**config.mk**
```make
export PLATFORM = sky130hd
export DESIGN_NAME = xmodem_crc_transfer_engine
export DESIGN_NICKNAME = d
export VERILOG_FILES = /design/src/sv/xct_pkg.sv /design/src/sv/xct_in_stage.sv /design/src/sv/xct_core.sv /design/src/sv/xct_out_stage.sv /design/src/sv/xmodem_crc_transfer_engine.sv
export SDC_FILE = /design/constraint.sdc
export NUM_CORES = 1
export LEC_CHECK = 0
export BUFFER_PORTS_ARGS = -buffer_cell sky130_fd_sc_hd__buf_2
export CORE_AREA = 2 2 191 99
export DETAILED_ROUTE_END_ITERATION = 10
export DIE_AREA = 0 0 193 101
export PLACE_DENSITY_LB_ADDON = 0.15
export REMOVE_ABC_BUFFERS = 1
export SLEW_MARGIN = 15
export SYNTH_ARGS = -nofsm -noshare
export SYNTH_HDL_FRONTEND = slang
export SYNTH_SLANG_ARGS = --single-unit
export TNS_END_PERCENT = 50
```
**constraint.sdc**
```tcl
create_clock -name i_clk -period 4.39 [get_ports i_clk]
set_clock_uncertainty 0.15 [all_clocks]
set_input_delay 0.439 -clock i_clk [delete_from_list [all_inputs] [get_ports i_clk]]
set_output_delay 0.439 -clock i_clk [all_outputs]
set_load 0.05 [all_outputs]
```
**src/sv/xct_pkg.sv**
```systemverilog
// Shared types and codes for the XMODEM-style CRC transfer engine.
// Used by every module of the block and by its checker; depends on nothing.
package xct_pkg;

    localparam int CHUNK_BYTES_DEF = 128;
    localparam logic [7:0] MAX_RETRIES_RST = 8'd25;

    // Packet and reply kinds.
    localparam logic [2:0] C_SOH  = 3'd0;
    localparam logic [2:0] C_STX  = 3'd1;
    localparam logic [2:0] C_EOT  = 3'd2;
    localparam logic [2:0] C_ACK  = 3'd3;
    localparam logic [2:0] C_NAK  = 3'd4;
    localparam logic [2:0] C_CAN  = 3'd5;
    localparam logic [2:0] C_NONE = 3'd6;

    // Storage actions.
    localparam logic [2:0] ACT_NONE      = 3'd0;
    localparam logic [2:0] ACT_OPEN_WR   = 3'd1;
    localparam logic [2:0] ACT_OPEN_RD   = 3'd2;
    localparam logic [2:0] ACT_COMMIT    = 3'd3;
    localparam logic [2:0] ACT_CLOSE     = 3'd4;
    localparam logic [2:0] ACT_CLOSE_RM  = 3'd5;
    localparam logic [2:0] ACT_FETCH     = 3'd6;

    localparam int OP_PACKET = 0;
    localparam int OP_CHUNK  = 1;

    typedef struct packed {
        logic        op;
        logic [2:0]  control;
        logic [15:0] seq;
        logic [15:0] crc_in;
        logic [7:0]  data_byte;
        logic        byte_valid;
        logic        last;
        logic        name_ok;
        logic        store_ok;
        logic        gate_refuse;
    } t_item;

    typedef struct packed {
        logic [2:0]  reply_control;
        logic [15:0] reply_seq;
        logic [15:0] reply_crc;
        logic [7:0]  reply_length;
        logic [2:0]  storage_action;
        logic [15:0] chunk_index;
        logic        final_chunk;
    } t_result;

endpackage

```
**src/sv/xct_in_stage.sv**
```systemverilog
// Input register stage of the transfer engine: holds one accepted word
// until the decision core consumes it. Depends on xct_pkg.
module xct_in_stage (
    input  logic            i_clk,
    input  logic            i_rst_n,
    input  logic            i_valid,
    output logic            o_ready,
    input  xct_pkg::t_item  i_item,
    input  logic            i_advance,
    output logic            o_valid,
    output xct_pkg::t_item  o_item
);

    logic           r_valid;
    xct_pkg::t_item r_item;

    // A word may enter when the stage is empty or its word leaves this cycle.
    assign o_ready = !r_valid || i_advance;
    assign o_valid = r_valid;
    assign o_item  = r_item;

    always_ff @(posedge i_clk) begin
        if (!i_rst_n) begin
            r_valid <= 1'b0;
        end else if (i_valid && o_ready) begin
            r_valid <= 1'b1;
        end else if (i_advance) begin
            r_valid <= 1'b0;
        end
    end

    always_ff @(posedge i_clk) begin
        if (i_valid && o_ready) begin
            r_item <= i_item;
        end
    end

endmodule

```
**src/sv/xct_core.sv**
```systemverilog
// Decision core of the transfer engine: CRC and byte count, transfer mode,
// sequence, retry budget and end mark, plus the reply decision. Depends on xct_pkg.
module xct_core #(
    parameter int CHUNK_BYTES = xct_pkg::CHUNK_BYTES_DEF
) (
    input  logic              i_clk,
    input  logic              i_rst_n,
    input  logic              i_cfg_valid,
    input  logic [7:0]        i_cfg_data,
    input  logic              i_valid,
    input  xct_pkg::t_item    i_item,
    input  logic              i_out_free,
    output logic              o_advance,
    output logic              o_has_result,
    output xct_pkg::t_result  o_result
);

    typedef enum logic [1:0] {
        MODE_IDLE = 2'd0,
        MODE_RX   = 2'd1,
        MODE_TX   = 2'd2
    } t_mode;

    localparam logic [7:0] CHUNK_LEN = 8'(CHUNK_BYTES);

    function automatic logic [15:0] crc_byte(input logic [15:0] c, input logic [7:0] b);
        logic [15:0] x;
        x = {c[7:0], c[15:8]} ^ {8'h00, b};
        x = x ^ {12'h000, x[7:4]};
        x = x ^ {x[3:0], 12'h000};
        x = x ^ {3'b000, x[7:0], 5'b00000};
        return x;
    endfunction

    t_mode       r_mode, n_mode;
    logic        r_awaiting, n_awaiting;
    logic [15:0] r_pkt_num, n_pkt_num;
    logic [7:0]  r_retries, n_retries;
    logic        r_end_pend, n_end_pend;
    logic [15:0] r_crc, n_crc;
    logic [7:0]  r_count, n_count;
    logic [7:0]  r_max_retries;

    logic        take;
    logic [15:0] crc_t;
    logic [7:0]  cnt_t;
    logic        short_chunk;
    logic        has_res;
    xct_pkg::t_result res;

    assign take  = i_item.byte_valid && (r_count < CHUNK_LEN);
    assign crc_t = take ? crc_byte(r_crc, i_item.data_byte) : r_crc;
    assign cnt_t = take ? r_count + 8'd1 : r_count;
    assign short_chunk = cnt_t < CHUNK_LEN;

    always_comb begin
        n_mode     = r_mode;
        n_awaiting = r_awaiting;
        n_pkt_num  = r_pkt_num;
        n_retries  = r_retries;
        n_end_pend = r_end_pend;
        n_crc      = r_crc;
        n_count    = r_count;
        has_res    = 1'b0;
        res        = '0;
        res.reply_control = xct_pkg::C_NONE;

        if (i_item.op == 1'(xct_pkg::OP_CHUNK)) begin
            if (r_awaiting) begin
                n_crc   = crc_t;
                n_count = cnt_t;
                if (i_item.last) begin
                    if (short_chunk) begin
                        n_end_pend = 1'b1;
                    end
                    has_res            = 1'b1;
                    res.reply_control  = xct_pkg::C_SOH;
                    res.reply_seq      = r_pkt_num;
                    res.reply_crc      = crc_t;
                    res.reply_length   = cnt_t;
                    res.final_chunk    = short_chunk;
                    n_awaiting         = 1'b0;
                    n_crc              = '0;
                    n_count            = '0;
                end
            end
        end else if (!r_awaiting) begin
            n_crc   = crc_t;
            n_count = cnt_t;
            if (i_item.last) begin
                n_crc   = '0;
                n_count = '0;
                has_res = 1'b1;
                if (i_item.gate_refuse) begin
                    res.reply_control = xct_pkg::C_NAK;
                end else begin
                    case (i_item.control)
                        xct_pkg::C_SOH, xct_pkg::C_STX: begin
                            if (i_item.seq == 16'd0 && r_mode == MODE_IDLE) begin
                                if (!i_item.name_ok || !i_item.store_ok) begin
                                    res.reply_control = xct_pkg::C_NAK;
                                end else begin
                                    n_pkt_num  = 16'd1;
                                    n_retries  = r_max_retries;
                                    n_end_pend = 1'b0;
                                    if (i_item.control == xct_pkg::C_SOH) begin
                                        n_mode = MODE_RX;
                                        res.reply_control  = xct_pkg::C_ACK;
                                        res.storage_action = xct_pkg::ACT_OPEN_WR;
                                    end else begin
                                        // Transmit start: open and fetch chunk zero.
                                        n_mode     = MODE_TX;
                                        n_awaiting = 1'b1;
                                        res.storage_action = xct_pkg::ACT_OPEN_RD;
                                        res.chunk_index    = 16'd0;
                                    end
                                end
                            end else if (r_mode == MODE_RX) begin
                                if (i_item.seq == r_pkt_num && crc_t == i_item.crc_in) begin
                                    if (!i_item.store_ok) begin
                                        n_mode = MODE_IDLE;
                                        res.reply_control  = xct_pkg::C_CAN;
                                        res.storage_action = xct_pkg::ACT_CLOSE_RM;
                                    end else begin
                                        n_pkt_num = r_pkt_num + 16'd1;
                                        res.reply_control  = xct_pkg::C_ACK;
                                        res.storage_action = xct_pkg::ACT_COMMIT;
                                    end
                                end else begin
                                    res.reply_control = xct_pkg::C_NAK;
                                end
                            end else if (r_mode == MODE_TX) begin
                                n_mode = MODE_IDLE;
                                res.reply_control  = xct_pkg::C_CAN;
                                res.storage_action = xct_pkg::ACT_CLOSE;
                            end else begin
                                // Data packet in idle mode that does not open a transfer.
                                has_res = 1'b0;
                            end
                        end
                        xct_pkg::C_EOT: begin
                            if (r_mode != MODE_RX) begin
                                res.reply_control = xct_pkg::C_NAK;
                            end else begin
                                n_mode = MODE_IDLE;
                                res.reply_control  = xct_pkg::C_ACK;
                                res.storage_action = xct_pkg::ACT_CLOSE;
                            end
                        end
                        xct_pkg::C_CAN: begin
                            res.reply_control  = xct_pkg::C_ACK;
                            res.storage_action = (r_mode == MODE_RX) ? xct_pkg::ACT_CLOSE_RM
                                                                     : xct_pkg::ACT_CLOSE;
                            n_mode     = MODE_IDLE;
                            n_end_pend = 1'b0;
                        end
                        xct_pkg::C_ACK: begin
                            if (r_mode != MODE_TX) begin
                                res.reply_control = xct_pkg::C_CAN;
                            end else if (r_end_pend) begin
                                n_mode     = MODE_IDLE;
                                n_end_pend = 1'b0;
                                res.reply_control  = xct_pkg::C_EOT;
                                res.storage_action = xct_pkg::ACT_CLOSE;
                            end else begin
                                n_retries  = r_max_retries;
                                n_pkt_num  = r_pkt_num + 16'd1;
                                n_awaiting = 1'b1;
                                res.storage_action = xct_pkg::ACT_FETCH;
                                res.chunk_index    = r_pkt_num;
                            end
                        end
                        xct_pkg::C_NAK: begin
                            if (r_mode != MODE_TX) begin
                                res.reply_control = xct_pkg::C_CAN;
                            end else if (r_retries <= 8'd1) begin
                                n_retries  = '0;
                                n_mode     = MODE_IDLE;
                                n_end_pend = 1'b0;
                                res.reply_control  = xct_pkg::C_CAN;
                                res.storage_action = xct_pkg::ACT_CLOSE;
                            end else begin
                                n_retries  = r_retries - 8'd1;
                                n_awaiting = 1'b1;
                                res.storage_action = xct_pkg::ACT_FETCH;
                                res.chunk_index    = r_pkt_num - 16'd1;
                            end
                        end
                        default: begin
                            has_res = 1'b0;
                        end
                    endcase
                end
            end
        end
    end

    // The word moves on unless it has a result and the result register is full.
    assign o_advance    = i_valid && (i_out_free || !has_res);
    assign o_has_result = has_res;
    assign o_result     = res;

    always_ff @(posedge i_clk) begin
        if (!i_rst_n) begin
            r_mode        <= MODE_IDLE;
            r_awaiting    <= 1'b0;
            r_pkt_num     <= '0;
            r_retries     <= '0;
            r_end_pend    <= 1'b0;
            r_crc         <= '0;
            r_count       <= '0;
            r_max_retries <= xct_pkg::MAX_RETRIES_RST;
        end else begin
            if (i_cfg_valid) begin
                r_max_retries <= i_cfg_data;
            end
            if (o_advance) begin
                r_mode     <= n_mode;
                r_awaiting <= n_awaiting;
                r_pkt_num  <= n_pkt_num;
                r_retries  <= n_retries;
                r_end_pend <= n_end_pend;
                r_crc      <= n_crc;
                r_count    <= n_count;
            end
        end
    end

endmodule

```
**src/sv/xct_out_stage.sv**
```systemverilog
// Result register of the transfer engine: holds one reply word until the
// downstream side takes it. Depends on xct_pkg.
module xct_out_stage (
    input  logic              i_clk,
    input  logic              i_rst_n,
    input  logic              i_load,
    input  xct_pkg::t_result  i_result,
    output logic              o_free,
    output logic              o_valid,
    input  logic              i_ready,
    output xct_pkg::t_result  o_result
);

    logic             r_valid;
    xct_pkg::t_result r_result;

    assign o_free   = !r_valid || i_ready;
    assign o_valid  = r_valid;
    assign o_result = r_result;

    always_ff @(posedge i_clk) begin
        if (!i_rst_n) begin
            r_valid <= 1'b0;
        end else if (i_load) begin
            r_valid <= 1'b1;
        end else if (i_ready) begin
            r_valid <= 1'b0;
        end
    end

    always_ff @(posedge i_clk) begin
        if (i_load) begin
            r_result <= i_result;
        end
    end

endmodule

```
**src/sv/xmodem_crc_transfer_engine.sv**
```systemverilog
// XMODEM-style transfer engine with a CRC-16/XMODEM check (poly 0x1021, init 0).
// Top level: stream ports, input register, decision core and result register.
// Depends on xct_pkg, xct_in_stage, xct_core and xct_out_stage.
//
// The engine takes one word per clock cycle, back to back, as long as the result
// side keeps up; a word's reply is loaded into the result register from the input
// register through the decision core. The rate is set by the decision core, a
// combinational CRC byte update and reply decision between the two registers.
// Words that produce no result word never wait on the result side. The max_retries register
// resets to 25 and is written on the cfg channel, which is always ready; write it
// only while no transfer word is in flight.
module xmodem_crc_transfer_engine #(
    parameter int CHUNK_BYTES = xct_pkg::CHUNK_BYTES_DEF
) (
    input  logic        i_clk,
    input  logic        i_rst_n,
    input  logic        i_cfg_valid,
    output logic        o_cfg_ready,
    input  logic [7:0]  i_cfg_data,
    input  logic        s_axis_tvalid,
    output logic        s_axis_tready,
    // seq[15:0], crc_in[31:16], data_byte[39:32], name_ok[40], store_ok[41],
    // gate_refuse[42], zero[47:43]
    input  logic [47:0] s_axis_tdata,
    // op[0], control[3:1], byte_valid[4]
    input  logic [4:0]  s_axis_tuser,
    input  logic        s_axis_tlast,
    output logic        m_axis_tvalid,
    input  logic        m_axis_tready,
    // reply_seq[15:0], reply_crc[31:16], reply_length[39:32],
    // storage_action[42:40], chunk_index[58:43], zero[63:59]
    output logic [63:0] m_axis_tdata,
    // reply_control[2:0], final_chunk[3]
    output logic [3:0]  m_axis_tuser
);

    xct_pkg::t_item   in_item;
    xct_pkg::t_item   core_item;
    xct_pkg::t_result core_result;
    xct_pkg::t_result out_result;
    logic             core_valid;
    logic             advance;
    logic             has_result;
    logic             out_free;

    assign o_cfg_ready = 1'b1;

    always_comb begin
        in_item.op          = s_axis_tuser[0];
        in_item.control     = s_axis_tuser[3:1];
        in_item.byte_valid  = s_axis_tuser[4];
        in_item.seq         = s_axis_tdata[15:0];
        in_item.crc_in      = s_axis_tdata[31:16];
        in_item.data_byte   = s_axis_tdata[39:32];
        in_item.name_ok     = s_axis_tdata[40];
        in_item.store_ok    = s_axis_tdata[41];
        in_item.gate_refuse = s_axis_tdata[42];
        in_item.last        = s_axis_tlast;
    end

    xct_in_stage u_in (
        .i_clk     (i_clk),
        .i_rst_n   (i_rst_n),
        .i_valid   (s_axis_tvalid),
        .o_ready   (s_axis_tready),
        .i_item    (in_item),
        .i_advance (advance),
        .o_valid   (core_valid),
        .o_item    (core_item)
    );

    xct_core #(
        .CHUNK_BYTES (CHUNK_BYTES)
    ) u_core (
        .i_clk        (i_clk),
        .i_rst_n      (i_rst_n),
        .i_cfg_valid  (i_cfg_valid),
        .i_cfg_data   (i_cfg_data),
        .i_valid      (core_valid),
        .i_item       (core_item),
        .i_out_free   (out_free),
        .o_advance    (advance),
        .o_has_result (has_result),
        .o_result     (core_result)
    );

    xct_out_stage u_out (
        .i_clk    (i_clk),
        .i_rst_n  (i_rst_n),
        .i_load   (advance && has_result),
        .i_result (core_result),
        .o_free   (out_free),
        .o_valid  (m_axis_tvalid),
        .i_ready  (m_axis_tready),
        .o_result (out_result)
    );

    assign m_axis_tdata = {5'b00000, out_result.chunk_index, out_result.storage_action,
                           out_result.reply_length, out_result.reply_crc,
                           out_result.reply_seq};
    assign m_axis_tuser = {out_result.final_chunk, out_result.reply_control};

endmodule

```
Yosys cells after proc, flatten, opt, wreduce, memory -nomap -nowiden
Cells that the tools add are included.
Word-level totals
  bits of input ports: 67
  logic and storage cells: 227
  register bits after elaboration: 174
  output and inout port bits: 71
Operators by class
  reduce and logical (&&, ||, !) cells: 34
  mux-type cells: 115
  $add $sub $neg: 4
  eq/ne operators: 36
  $lt $le $gt $ge: 3
  bitwise logic cells: 8
Operators with widths (count)
  two-way mux 16 bit: 15
  two-way mux 8 bit: 11
  two-way mux 43 bit: 2
  two-way mux 19 bit: 3
  two-way mux 3 bit: 19
  case mux 16 bit (3 select lines): 1
  two-way mux 1 bit: 39
  two-way mux 2 bit: 17
  equality test 16 bit: 2
  case mux 16 bit (2 select lines): 1
  case mux 3 bit (5 select lines): 2
  case mux 8 bit (3 select lines): 1
  != test 2 bit (second input constant): 9
  adder 16 x 1 -> 16 bit (second input constant): 1
  logical NOT 16 bit: 1
  less-than comparator 8 bit (second input constant): 2
  subtractor 16 x 1 -> 16 bit (second input constant): 1
  XOR 16 x 13 -> 16 bit: 1
  XOR 16 bit: 1
  XOR 16 x 4 -> 16 bit: 1
  XOR 16 x 8 -> 16 bit: 1
  AND reduction 15 bit: 1
  AND reduction 13 bit: 1
  != test 2 x 1 -> 1 bit (second input constant): 6
  other kinds (31): 61

Logic depth before layout (Yosys ltp)
  depth after elaboration: 15
  mapped depth: 13
  gate-level depth less buffers: 10

By module
A second synthesis with hierarchy kept.
Second synthesis, totals
  cells, all modules: 889
  area, all modules: 9041.2 um^2
By module, submodules not included
  xct_core: times used 1, cells each 759, area each 5512.8 um^2, sequential area each 1201.2 um^2
  xct_out_stage: times used 1, cells each 67, area each 1940.6 um^2, sequential area each 1911.8 um^2
  xct_in_stage: times used 1, cells each 54, area each 1529.0 um^2, sequential area each 1491.4 um^2
  xmodem_crc_transfer_engine: times used 1, cells each 9, area each 58.8 um^2, sequential area each 0.0 um^2

Worst setup path after synthesis
OpenSTA, ideal clock, no wires.
  kind: register to register
  from: register u_in.r_item (netlist bit u_in.o_item[46])
  to: register u_in.r_item (netlist bit u_in.o_item[0]) (enable)
  path buffers: 1
  arrival time: 3.547 ns
  setup slack: 0.231 ns
  required time: 3.778 ns
  period minus slack after synthesis: 4.159 ns
  library setup time: 0.462 ns
  cell stages (with the launch flop): 8
  path through: edfxtp_1 or2_2 clkbuf_1 nor3_1 o21ai_0 nand2_1 nor2_1 nor2b_1
Between the ends
  longest elaborated chain between the ends: 12
  elaborated cells on any way between the ends: 18
  classes of those cells: 5 x eq/ne; 5 x mux; 8 x reduce/logical
Ends and longest elaborated chain
  start: declaration: line xct_in_stage.sv:15  | xct_pkg::t_item r_item;
  start signal: assignment: line xct_in_stage.sv:34  | r_item <= i_item;
  equality test 3 x 2 -> 1 bit, or another cell as far along: line xct_core.sv:97  | case (i_item.control)
  OR reduction 4 bit (no source line) / OR reduction 2 bit (equally long branches)
  case mux 1 bit (2 select lines) (*): line xct_core.sv:97
  two-way mux 1 bit (*): line xct_core.sv:94  | if (i_item.gate_refuse) begin
  two-way mux 1 bit (*): line xct_core.sv:90  | if (i_item.last) begin
  two-way mux 1 bit (*): line xct_core.sv:87  | end else if (!r_awaiting) begin
  two-way mux 1 bit (*): line xct_core.sv:68  | if (i_item.op == 1'(xct_pkg::OP_CHUNK)) begin
  logical NOT 1 bit (*): line xct_core.sv:199  | assign o_advance = i_valid && (i_out_free || !has_res);
  logical OR 1 bit (*): line xct_core.sv:199
  logical AND 1 bit (*): line xct_core.sv:199
  logical OR 1 bit (*): line xct_in_stage.sv:18  | assign o_ready = !r_valid || i_advance;
  logical AND 1 bit (*): line xct_in_stage.sv:33  | if (i_valid && o_ready) begin
Mark *: on every way between the ends. The rest lies on a longest branch, timed or not.
A chain may end at the register's enable or synchronous reset.

Final worst setup path
  from: register u_core.r_crc[12]
  to: register u_core.r_pkt_num[9]
Between the ends
  longest elaborated chain between the ends: 9
Ends and longest elaborated chain
  start: declaration: line xct_core.sv:40  | logic [15:0] r_crc, n_crc;
  start signal: assignment: line xct_core.sv:223  | r_crc <= n_crc;
  XOR 16 x 8 -> 16 bit: line xct_core.sv:28  | x = {c[7:0], c[15:8]} ^ {8'h00, b};
  XOR 16 x 4 -> 16 bit: line xct_core.sv:29  | x = x ^ {12'h000, x[7:4]};
  XOR 16 bit: line xct_core.sv:30  | x = x ^ {x[3:0], 12'h000};
  XOR 16 x 13 -> 16 bit: line xct_core.sv:31  | x = x ^ {3'b000, x[7:0], 5'b00000};
  two-way mux 16 bit (*): line xct_core.sv:52  | assign crc_t = take ? crc_byte(r_crc, i_item.data_byte) : r_crc;
  equality test 16 bit (*): line xct_core.sv:119  | if (i_item.seq == r_pkt_num && crc_t == i_item.crc_in) begin
  logical AND 1 bit (*): line xct_core.sv:119
  != test 3 x 1 -> 1 bit (no source line) (*)
  AND reduction 12 bit (no source line) (*)
  end signal: assignment: line xct_core.sv:220  | r_pkt_num <= n_pkt_num;
  end: declaration: line xct_core.sv:37  | logic [15:0] r_pkt_num, n_pkt_num;
Marked as above.

==> results.sh <==
export IMPL_area_growth_pct=15.4
export IMPL_worst_pin_slew_ns=0.957
export IMPL_first_pass_iters=6
export IMPL_worst_ep_arrival_time_ns=4.05
export IMPL_criticalPathCategory="flop to flop"
export IMPL_clockPowerShare=0.405
export IMPL_cts_made_buffers=17
export IMPL_hp_class="input port to flop"
export IMPL_synth_distinct_cells=71
export IMPL_pin_count=138
export IMPL_finalHoldViolCount=0
export IMPL_outcome="finished clean"
export IMPL_cts_setup_buffers=0
export IMPL_ant_nets=0
export IMPL_drv_cap=0
export IMPL_ir_worst_vdd_mv=0.297
export IMPL_io_buffers=126
export IMPL_setup_violations=0
export IMPL_period_minus_slack_ns=3.83
export IMPL_synth_area_sq_um=9120
export IMPL_htreeDepth=4
export IMPL_ys_ff_latch=174
export IMPL_vias_per_cell=5.86
export IMPL_cts_resized=0
export IMPL_synthTopCellsByCount="edfxtp_1, nor2_1, dfxtp_1"
export IMPL_fill_cells=1594
export IMPL_cp_end_kind="flop"
export IMPL_start_util=0.508
export IMPL_dp_hpwl_um=17000
export IMPL_hold_slack_ns=0.0193
export IMPL_slew_violations=0
export IMPL_p_seq_frac=0.495
export IMPL_synth_top_area_cell="edfxtp_1"
export IMPL_grt_pass1_vias=6554
export IMPL_cp_start_kind="flop"
export IMPL_rsz0062_at_grt="false"
export IMPL_antenna_found_initial=1
export IMPL_yosys_warnings=0
export IMPL_post_drt_wl_per_cell_um=19.2
export IMPL_route_detailed_drc=0
export IMPL_dr_first_iter_drc_count=712
export IMPL_synth_edf_count=112
export IMPL_required_ns=4.60
export IMPL_root_buffer="clkbuf_16"
export IMPL_syn_area_per_cell_sq_um=10.2
export IMPL_pre_cts_ws_ns=0.599
export IMPL_tritoncts_num_sinks=174
export IMPL_synthCells=892
export IMPL_synth_seq_area_share=0.505
export IMPL_cts_max_path_buffers=2
export IMPL_setup_slack_ns=0.556
export IMPL_die_x_um=193
export IMPL_num_rows=35
export IMPL_powerDensity_nw_per_um2=351
export IMPL_p_int_w=0.00273
export IMPL_synth_top_cells_by_area="edfxtp_1, dfxtp_1, nor2_1"
export IMPL_p_switching_w=0.000961
export IMPL_die_h_um=101
export IMPL_coreArea_sq_um=18000
export IMPL_cts_tree="built"
export IMPL_grt_pass1_wl_um=37200
export IMPL_power_total_w=0.00369
export IMPL_drive_gt1_frac=0.197
export IMPL_finalWeightedCongestion=0.953
export IMPL_cp_max_fo=26
export IMPL_wl_um=23900
export IMPL_synth_async_reset_ratio=0
export IMPL_grt_max_degree=57
export IMPL_switching_share=0.261
export IMPL_dieArea_sq_um=19500
export IMPL_track_usage=0.255
export IMPL_post_route_period_util=0.873
export IMPL_synth_most_common_cell="edfxtp_1"
export IMPL_p_leak_nw=3.93
export IMPL_vias=7303
export IMPL_hold_buffers=0
export IMPL_fin_nets=1069
export IMPL_worst_skew_pair_late_latency_ns=0.44
export IMPL_slew_headroom=0.362
export IMPL_diodes=0
export IMPL_synth_top_flop_cell="edfxtp_1"
export IMPL_combPwrFrac=0.100
export IMPL_grt_overflow_total=0
export IMPL_clk_transition_reported_paths_ns=0.08
export IMPL_synth_top_cell_area_share=0.369
export IMPL_max_freq_ghz=0.261
-- cells in the final DEF, fill, tap and decap left out, types with 17 or more instances in the layout --
master     synthesis  routed
buf_2              2     126
edfxtp_1         112     112
nor2_1            83      83
dfxtp_1           62      62
a21oi_1           54      54
nand2_1           53      53
o21ai_0           46      46
xnor2_1           33      33
nor3_1            29      29
nor2b_1           30      28
nand3_1           24      24
inv_1             24      24
and3_1            24      23
buf_4              7      22
xor2_1            19      19
clkbuf_16          0      17
-- sequential cells by signal, summed over array words and instances, names as in the netlist --
name,flops
u_in.o_valid,1
u_core.r_awaiting,1
u_core.r_count,8
u_core.r_end_pend,1
u_core.r_mode,2
u_out.o_valid,1
u_in.o_item,49
u_core.r_retries,8
u_out.o_result,63
u_core.r_max_retries,8
u_core.r_pkt_num,16
u_core.r_crc,16
-- worst max-delay path, stage by stage, from the launching register on --
cell       delay (ns)
dfxtp_1          0.52
xor2_4           0.32
xnor3_1          0.49
a32o_2           0.30
a2111oi_4        0.37
nand4_2          0.21
o31a_1           0.60
or4_1            0.62
a21oi_1          0.16
-- stage by stage --
stage,setup TNS (ns),instances,instance area [sq um],utilization
3_3_place_gp,0,1214,9950,0.554
4_1_cts,0,1246,10500,0.586
5_1_grt,0,1246,10500,0.586
6_report,0,1246,10500,0.586
2_1_floorplan,-9.48,825,8810,-
3_5_place_dp,0,1214,9950,0.554
-- path summary, 6_finish.rpt --
path	from	to	slack [ns]	depth (start not counted)
worst max-delay path	u_core.r_crc[12]	u_core.r_pkt_num[9]	0.56	8
worst min-delay path	s_axis_tdata[20]	u_in.o_item[17]	0.02	1
worst max register to register	u_core.r_crc[12]	u_core.r_pkt_num[9]	0.56	8
worst min register to register	u_core.r_max_retries[0]	u_core.r_max_retries[0]	0.33	2
-- final cells by class --
class / instances / area, sq um / share of cell area
Timing Repair Buffer: 149 / 816 / 0.0776
Multi-Input combinational cell: 627 / 4140 / 0.393
Tap cell: 240 / 300 / 0.0285
Clock buffer: 18 / 439 / 0.0418
Inverter: 24 / 90.1 / 0.00856
Clock inverter: 14 / 131 / 0.0125
Sequential cell: 174 / 4600 / 0.438
-- layer usage --
metal / wire length (um) / GRT usage
met1: 12100 / 0.414
met2: 9120 / 0.327
met3: 2480 / 0.0689
met4: 220 / 0.0606
met5: 0 / 0
-- power groups by stage --
stage          Clock [W]  Sequential (W)  Combinational, W
3_3_place_gp           0         0.00186          0.000360
2_1_floorplan          0         0.00190          0.000191
3_5_place_dp           0         0.00186          0.000363
4_1_cts          0.00151         0.00183          0.000365
6_report         0.00149         0.00183          0.000370
5_1_grt          0.00159         0.00183          0.000395
-- cells by family (layout without fill, tap and decap cells) --
group / after synthesis / after routing / synth area share
compound gates: 206 / 206 / 0.148
xor+xnor: 67 / 67 / 0.0876
fa+ha+maj: 9 / 9 / 0.0124
buf+inv: 95 / 205 / 0.0447
flops: 174 / 174 / 0.505
mux: 17 / 17 / 0.0188
other cells: 2 / 6 / 0.000824
simple gates: 322 / 322 / 0.183
Power figures use the tool's default switching activity.
